**src/design/stable_min_priority_queue_core_assert.svh**
```systemverilog
// Assertion macros shared by the queue RTL.
`ifndef STABLE_MIN_PRIORITY_QUEUE_CORE_ASSERT_SVH
`define STABLE_MIN_PRIORITY_QUEUE_CORE_ASSERT_SVH

`ifndef NO_ASSERTIONS

// same-cycle implication
`define SMPQ_ASSERT_NOW(label, ante, cons) \
  label: assert property (@(posedge clk) disable iff (rst) (ante) |-> (cons)) \
    else $error("smpq assertion failed");

// next-cycle implication
`define SMPQ_ASSERT_NEXT(label, ante, cons) \
  label: assert property (@(posedge clk) disable iff (rst) (ante) |=> (cons)) \
    else $error("smpq assertion failed");

`else

`define SMPQ_ASSERT_NOW(label, ante, cons)
`define SMPQ_ASSERT_NEXT(label, ante, cons)

`endif

`endif

```
**src/design/smpq_pkg.sv**
```systemverilog
package smpq_pkg;

  localparam int DEF_CAPACITY = 16;
  localparam int DATA_W = 32;

  localparam logic REQ_INSERT = 1'b0;
  localparam logic REQ_REMOVE = 1'b1;

  localparam logic [1:0] ST_DONE      = 2'd0;
  localparam logic [1:0] ST_UNDERFLOW = 2'd1;
  localparam logic [1:0] ST_OVERFLOW  = 2'd2;

  typedef struct packed {
    logic [DATA_W-1:0] value;
    logic [DATA_W-1:0] pri;
  } slot_t;

  typedef struct packed {
    logic              ins;
    logic              rem;
    logic [DATA_W-1:0] value;
    logic [DATA_W-1:0] pri;
  } cell_cmd_t;

endpackage

```
**src/design/smpq_cell.sv**
```systemverilog
module smpq_cell (
  input  logic              clk,
  input  smpq_pkg::cell_cmd_t cmd,
  input  logic              occupied,
  input  logic              left_le,
  input  smpq_pkg::slot_t   left_slot,
  input  smpq_pkg::slot_t   right_slot,
  output logic              le,
  output smpq_pkg::slot_t   slot
);

  smpq_pkg::slot_t new_slot;

  // entry stays in place when it sorts at or before the new one
  assign le = occupied && ($signed(slot.pri) <= $signed(cmd.pri));

  assign new_slot.value = cmd.value;
  assign new_slot.pri   = cmd.pri;

  always_ff @(posedge clk) begin
    if (cmd.ins && !le) begin
      slot <= left_le ? new_slot : left_slot;
    end else if (cmd.rem) begin
      slot <= right_slot;
    end
  end

endmodule

```
**src/design/stable_min_priority_queue_core.sv**
```systemverilog
// channel | valid    | stall     | word
// in      | in_valid | in_stall  | req_type, item_value, entry_priority
// out     | out_valid| out_stall | removed_value, removed_priority, status, occupancy
//
// One request per cycle while in_stall is low: every cell compares its priority with the
// new one in parallel and shifts by one slot, so the whole chain updates together.
// The result word sits in an output register in the cycle after acceptance.
// in_stall follows out_stall only while that register holds an untaken word.
// Synchronous reset empties the queue and the output register; slots are not cleared.
`include "stable_min_priority_queue_core_assert.svh"

module stable_min_priority_queue_core #(
  parameter int CAPACITY = smpq_pkg::DEF_CAPACITY
) (
  input  logic        clk,
  input  logic        rst,
  input  logic        in_valid,
  output logic        in_stall,
  input  logic        req_type,
  input  logic signed [31:0] item_value,
  input  logic signed [31:0] entry_priority,
  output logic        out_valid,
  input  logic        out_stall,
  output logic signed [31:0] removed_value,
  output logic signed [31:0] removed_priority,
  output logic [1:0]  status,
  output logic [4:0]  occupancy
);

  localparam int CNT_W = $clog2(CAPACITY + 1);

  logic [CNT_W-1:0] count;
  logic [CNT_W-1:0] count_next;
  logic             in_fire;
  logic             full;
  logic             empty;
  logic             do_ins;
  logic             do_rem;

  smpq_pkg::cell_cmd_t cmd;
  smpq_pkg::slot_t     slots [CAPACITY];
  logic                le    [CAPACITY];

  assign in_stall = out_valid && out_stall;
  assign in_fire  = in_valid && !in_stall;
  assign full     = (count == CNT_W'(CAPACITY));
  assign empty    = (count == '0);
  assign do_ins   = in_fire && (req_type == smpq_pkg::REQ_INSERT) && !full;
  assign do_rem   = in_fire && (req_type == smpq_pkg::REQ_REMOVE) && !empty;

  assign cmd.ins   = do_ins;
  assign cmd.rem   = do_rem;
  assign cmd.value = item_value;
  assign cmd.pri   = entry_priority;

  genvar i;
  generate
    for (i = 0; i < CAPACITY; i++) begin : g_cell
      smpq_pkg::slot_t left_slot;
      smpq_pkg::slot_t right_slot;
      logic            left_le;

      if (i == 0) begin : g_head
        assign left_slot = '0;
        assign left_le   = 1'b1;
      end else begin : g_body
        assign left_slot = slots[i-1];
        assign left_le   = le[i-1];
      end

      if (i == CAPACITY - 1) begin : g_tail
        assign right_slot = '0;
      end else begin : g_mid
        assign right_slot = slots[i+1];
      end

      smpq_cell u_cell (
        .clk        (clk),
        .cmd        (cmd),
        .occupied   (count > CNT_W'(i)),
        .left_le    (left_le),
        .left_slot  (left_slot),
        .right_slot (right_slot),
        .le         (le[i]),
        .slot       (slots[i])
      );
    end
  endgenerate

  always_comb begin
    count_next = count;
    if (do_ins) begin
      count_next = count + 1'b1;
    end else if (do_rem) begin
      count_next = count - 1'b1;
    end
  end

  always_ff @(posedge clk) begin
    if (rst) begin
      count     <= '0;
      out_valid <= 1'b0;
    end else begin
      count <= count_next;
      if (in_fire) begin
        out_valid <= 1'b1;
      end else if (!out_stall) begin
        out_valid <= 1'b0;
      end
    end
  end

  always_ff @(posedge clk) begin
    if (in_fire) begin
      occupancy <= 5'(count_next);
      if (do_rem) begin
        removed_value    <= slots[0].value;
        removed_priority <= slots[0].pri;
      end else begin
        removed_value    <= '0;
        removed_priority <= '0;
      end
      if (req_type == smpq_pkg::REQ_INSERT) begin
        status <= full ? smpq_pkg::ST_OVERFLOW : smpq_pkg::ST_DONE;
      end else begin
        status <= empty ? smpq_pkg::ST_UNDERFLOW : smpq_pkg::ST_DONE;
      end
    end
  end

  `SMPQ_ASSERT_NOW(a_count_bound, 1'b1, count <= CNT_W'(CAPACITY))
  `SMPQ_ASSERT_NEXT(a_ins_grows, do_ins, count == $past(count) + 1'b1)
  `SMPQ_ASSERT_NEXT(a_rem_shrinks, do_rem, count == $past(count) - 1'b1 && status == smpq_pkg::ST_DONE)
  `SMPQ_ASSERT_NEXT(a_fire_shows, in_fire, out_valid && occupancy == 5'(count))

endmodule
```
**config.mk**
```make
export PLATFORM = sky130hd
export DESIGN_NAME = stable_min_priority_queue_core
export DESIGN_NICKNAME = d
export VERILOG_FILES = /design/src/design/smpq_pkg.sv /design/src/design/smpq_cell.sv /design/src/design/stable_min_priority_queue_core.sv
export VERILOG_INCLUDE_DIRS = /design/src /design/src/design
export SDC_FILE = /design/constraint.sdc
export NUM_CORES = 2
export LEC_CHECK = 0
export BUFFER_PORTS_ARGS = -buffer_cell sky130_fd_sc_hd__buf_2
export CAP_MARGIN = 20
export CORE_MARGIN = 10
export CORE_UTILIZATION = 50
export CTS_BUF_LIST = sky130_fd_sc_hd__clkbuf_8 sky130_fd_sc_hd__clkbuf_16
export CTS_CLUSTER_SIZE = 14
export DETAILED_ROUTE_END_ITERATION = 10
export PLACE_DENSITY = 0.66
export SLEW_MARGIN = 10
export SYNTH_ARGS = -nofsm -noshare
export SYNTH_HDL_FRONTEND = slang
export SYNTH_SLANG_ARGS = --single-unit
```
**constraint.sdc**
```tcl
create_clock -name clk -period 14.65 [get_ports clk]
set_clock_uncertainty 0.15 [all_clocks]
set_input_delay 2.93 -clock clk [delete_from_list [all_inputs] [get_ports clk]]
set_output_delay 2.93 -clock clk [all_outputs]
set_load 0.05 [all_outputs]
```
==> flow_metrics.env <==
export IMPL_outcome="finished, final reports clean"
export IMPL_grt_max_degree=129
export IMPL_async_flop_share_pct=0
export IMPL_hpwl_mm=157
export IMPL_finalMaxSlewViolations=0
export IMPL_cts_sinks=1101
export IMPL_grt_total_usage_pct=31.5
export IMPL_use_met1_pct=41.7
export IMPL_crit_type="in2reg"
export IMPL_cts_tree="yes"
export IMPL_rr_startpoint="g_cell[4].u_cell.slot[19]$_DFFE_PP_"
export IMPL_viasPerCell=6.61
export IMPL_start_util_pct=50.3
export IMPL_tightest_slew_ns=1.24
export IMPL_antenna_found_initial=8
export IMPL_cp_start_kind="input port"
export IMPL_cp_slowest_stage_delay_ns=0.81
export IMPL_setup_tns_ns=0
export IMPL_cts_inserted_buffers=131
export IMPL_crit_path_end_kind="flop"
export IMPL_ys_types=64
export IMPL_cts_repair_resized=0
export IMPL_area_growth_pct=9.65
export IMPL_synth_warnings=0
export IMPL_core_area_um2=132000
export IMPL_io_buffers=141
export IMPL_num_vias=53343
export IMPL_die_w_um=384
export IMPL_fmax_ghz=0.117
export IMPL_synth_ff_type="edfxtp_1"
export IMPL_cts_setup_buffers=0
export IMPL_timing_slew_headroom_pct=17.0
export IMPL_cp_arrival_ns=8.74
export IMPL_routed_wirelength_mm=238
export IMPL_crit_path_cell_trace="buf_2 -> inv_1 -> ha_1 -> nand4_1 -> nor4_1 -> buf_4 -> a21oi_1 -> a21oi_1 -> a41o_4 -> or2_4 -> nand2_4 -> buf_4"
export IMPL_p_leak_nw=29.9
export IMPL_hold_viol_final=0
export IMPL_fillers=11394
export IMPL_grt_pass1_vias=51836
export IMPL_globalplace_congestion=1.03
export IMPL_synth_nets=6884
export IMPL_timing_rr_end="g_cell[4].u_cell.slot[43]$_DFFE_PP_"
export IMPL_setup_viol=0
export IMPL_hold_buffers=0
export IMPL_clk_path_buf_depth=3
export IMPL_multi_input_area_um2=31600
export IMPL_cp_data_required_time_ns=14.87
export IMPL_synth_top_area_cell="edfxtp_1"
export IMPL_p_per_area_nw_per_um2=137
export IMPL_antenna_left=0
export IMPL_fin_nets=6798
export IMPL_fin_area_um2=72600
export IMPL_hp_class="reg2reg"
export IMPL_syn_avg_cell_area_um2=10.5
export IMPL_seq_area_frac_synth_pct=49.8
export IMPL_top_usage_layer="met2"
export IMPL_reg2reg_slack_ns=8.89
export IMPL_worstRegToRegCells=10
export IMPL_clock_latency_ns=0.79
export IMPL_dieArea_um2=147000
export IMPL_fp_dieH_um=384
export IMPL_num_io_pins=142
export IMPL_rows=133
export IMPL_vdd_drop_max_v=0.000118
export IMPL_hp_start="g_cell[10].u_cell.slot[63]$_DFFE_PP_"
export IMPL_synth_area_leaders="edfxtp_1, mux2i_1, ha_1, nand2_1, a21oi_1"
export IMPL_gr_usage_met3_pct=6.28
export IMPL_maxCapViolations=0
export IMPL_drive_above_1_share_pct=8.59
export IMPL_grt_use_met2_pct=48.3
export IMPL_path_clk_slew_ns=0.06
export IMPL_hold_end="g_cell[9].u_cell.slot[63]$_DFFE_PP_"
export IMPL_syn_cell_area_um2=66200
export IMPL_drc=0
export IMPL_place_area_um2=68500
export IMPL_drt_first_pass_iters=6
export IMPL_drtIter0Drc=6025
export IMPL_grt_overflow_total=0
export IMPL_fin_crit_ns=8.52
export IMPL_cts_root_buf="clkbuf_16"
export IMPL_fin_crit_sh_pct=58.2
export IMPL_synth_top_area_share_pct=49.6
export IMPL_rsz0062_at_grt="false"
export IMPL_synth_edf_count=1095
export IMPL_wl_per_cell_um=29.5
export IMPL_worst_path_max_delay_cell="or2_4"
export IMPL_min_path_cells=2
export IMPL_cts_max_level=4
export IMPL_grt_pass1_wl_mm=348
export IMPL_seq_area_um2=33000
export IMPL_worst_path_max_fanout=68
export IMPL_syn_inst=6298
export IMPL_ys_ff_latch=1101
[worst max-delay path by stage]
stage | endpoint | cells past startpoint | from | slack [ns]
floorplan | g_cell[5].u_cell.slot[0]$_DFFE_PP_ | 12 | entry_priority[27] | 4.34
detailed placement | g_cell[4].u_cell.slot[40]$_DFFE_PP_ | 12 | entry_priority[19] | 5.56
global route | g_cell[4].u_cell.slot[37]$_DFFE_PP_ | 12 | entry_priority[19] | 6.19
global placement | g_cell[1].u_cell.slot[53]$_DFFE_PP_ | 11 | entry_priority[1] | 5.37
finish | g_cell[4].u_cell.slot[43]$_DFFE_PP_ | 12 | entry_priority[19] | 6.13
CTS | g_cell[4].u_cell.slot[43]$_DFFE_PP_ | 12 | entry_priority[17] | 6.38
[metal layers]
layer	vias up	wire, µm
met5	-	45
met4	6	15000
met3	633	22700
met2	2828	105000
met1	26404	95600
li1	23472	-
[flip-flops by register name (all words and copies together), names as in the netlist]
name                count
removed_priority       32
removed_value          32
occupancy               5
status                  2
count                   5
g_cell.u_cell.slot   1024
out_valid               1
[cells in the final DEF (no fill, tap or decap), types with 25 or more instances in the layout]
| master | synthesis | layout |
|---|---|---|
| buf_4 | 7 | 87 |
| nand2_1 | 852 | 835 |
| o211ai_1 | 25 | 25 |
| mux2_2 | 64 | 64 |
| clkbuf_16 | 0 | 133 |
| clkinv_1 | 0 | 30 |
| edfxtp_1 | 1095 | 1095 |
| nand3_1 | 44 | 39 |
| nand4_1 | 94 | 94 |
| mux2i_1 | 670 | 670 |
| nor2b_1 | 29 | 29 |
| inv_1 | 71 | 97 |
| a221oi_1 | 136 | 136 |
| a21o_1 | 55 | 55 |
| ha_1 | 517 | 517 |
| and2_1 | 70 | 67 |
| o21ai_0 | 532 | 528 |
| nor2_1 | 502 | 500 |
| buf_2 | 52 | 142 |
| a21oi_1 | 579 | 578 |
| a31oi_1 | 139 | 135 |
| and3_1 | 141 | 139 |
[critical path, delay by kind of cell]
kind                       cells  cell delay, ns
AOI/OAI and AO/OA              3            1.19
adders and majority gates      1            0.50
buffers and inverters          4            1.68
and+or+nand+nor                4            2.23
[cells by family after synthesis]
kind of cell	count (synthesis)	share of synthesized area [%]
AO/OA/AOI/OAI	1589	13.8
multiplexers	734	11.2
flip-flops	1101	49.8
XOR/XNOR	3	0.0397
AND/OR/NAND/NOR	1830	12.2
buffers and inverters	524	3.18
adder cells (fa/ha/maj)	517	9.76
[where the power goes]
part | internal, W | total, W | switching, W | leakage, nW
Combinational | 0.000749 | 0.00233 | 0.00158 | 17.3
Sequential | 0.00408 | 0.00441 | 0.000336 | 10.4
Clock | 0.00179 | 0.00322 | 0.00143 | 2.12
Total | 0.00661 | 0.00996 | 0.00335 | 29.9
[synth_stat cells, drive strengths merged, types with 4 or more instances]
cell type	n
edfxtp	1095
nand2	852
mux2i	670
a21oi	579
o21ai	557
ha	517
nor2	502
clkbuf	369
and3	141
a31oi	139
a221oi	136
nand4	94
buf	84
inv	71
and2	70
mux2	64
a21o	55
nand3	44
nor2b	29
o211ai	25
and4	19
nor3	18
a211oi	16
nor4	14
nand2b	13
o21a	13
a211o	11
or2	9
or4	8
or3	7
a21boi	6
dfxtp	6
o211a	6
o31ai	6
a22oi	4
o22ai	4
o31a	4
[metrics by stage]
stage	setup slack, ns	hold WS, ns	util, %	instances	power (W)
floorplan	4.34	0.371	-	6298	0.00583
global placement	5.37	0.381	52.0	7828	0.00666
detailed placement	5.56	0.392	52.1	7832	0.00674
CTS	6.38	0.411	55.2	8065	0.00992
global route	6.19	0.421	55.2	8067	0.0103
finish	6.13	0.406	55.2	8071	0.00996
[final cells by class]
class / count / area share, %
clock buffer: 133 / 4.58
multi-input combinational: 4673 / 43.5
sequential: 1101 / 45.4
tap: 1755 / 3.02
inverter: 71 / 0.370
timing repair buffer: 234 / 2.02
clock inverter: 100 / 1.07
antenna: 4 / 0.0138
No activity file was read; power rests on OpenSTA's default activity.
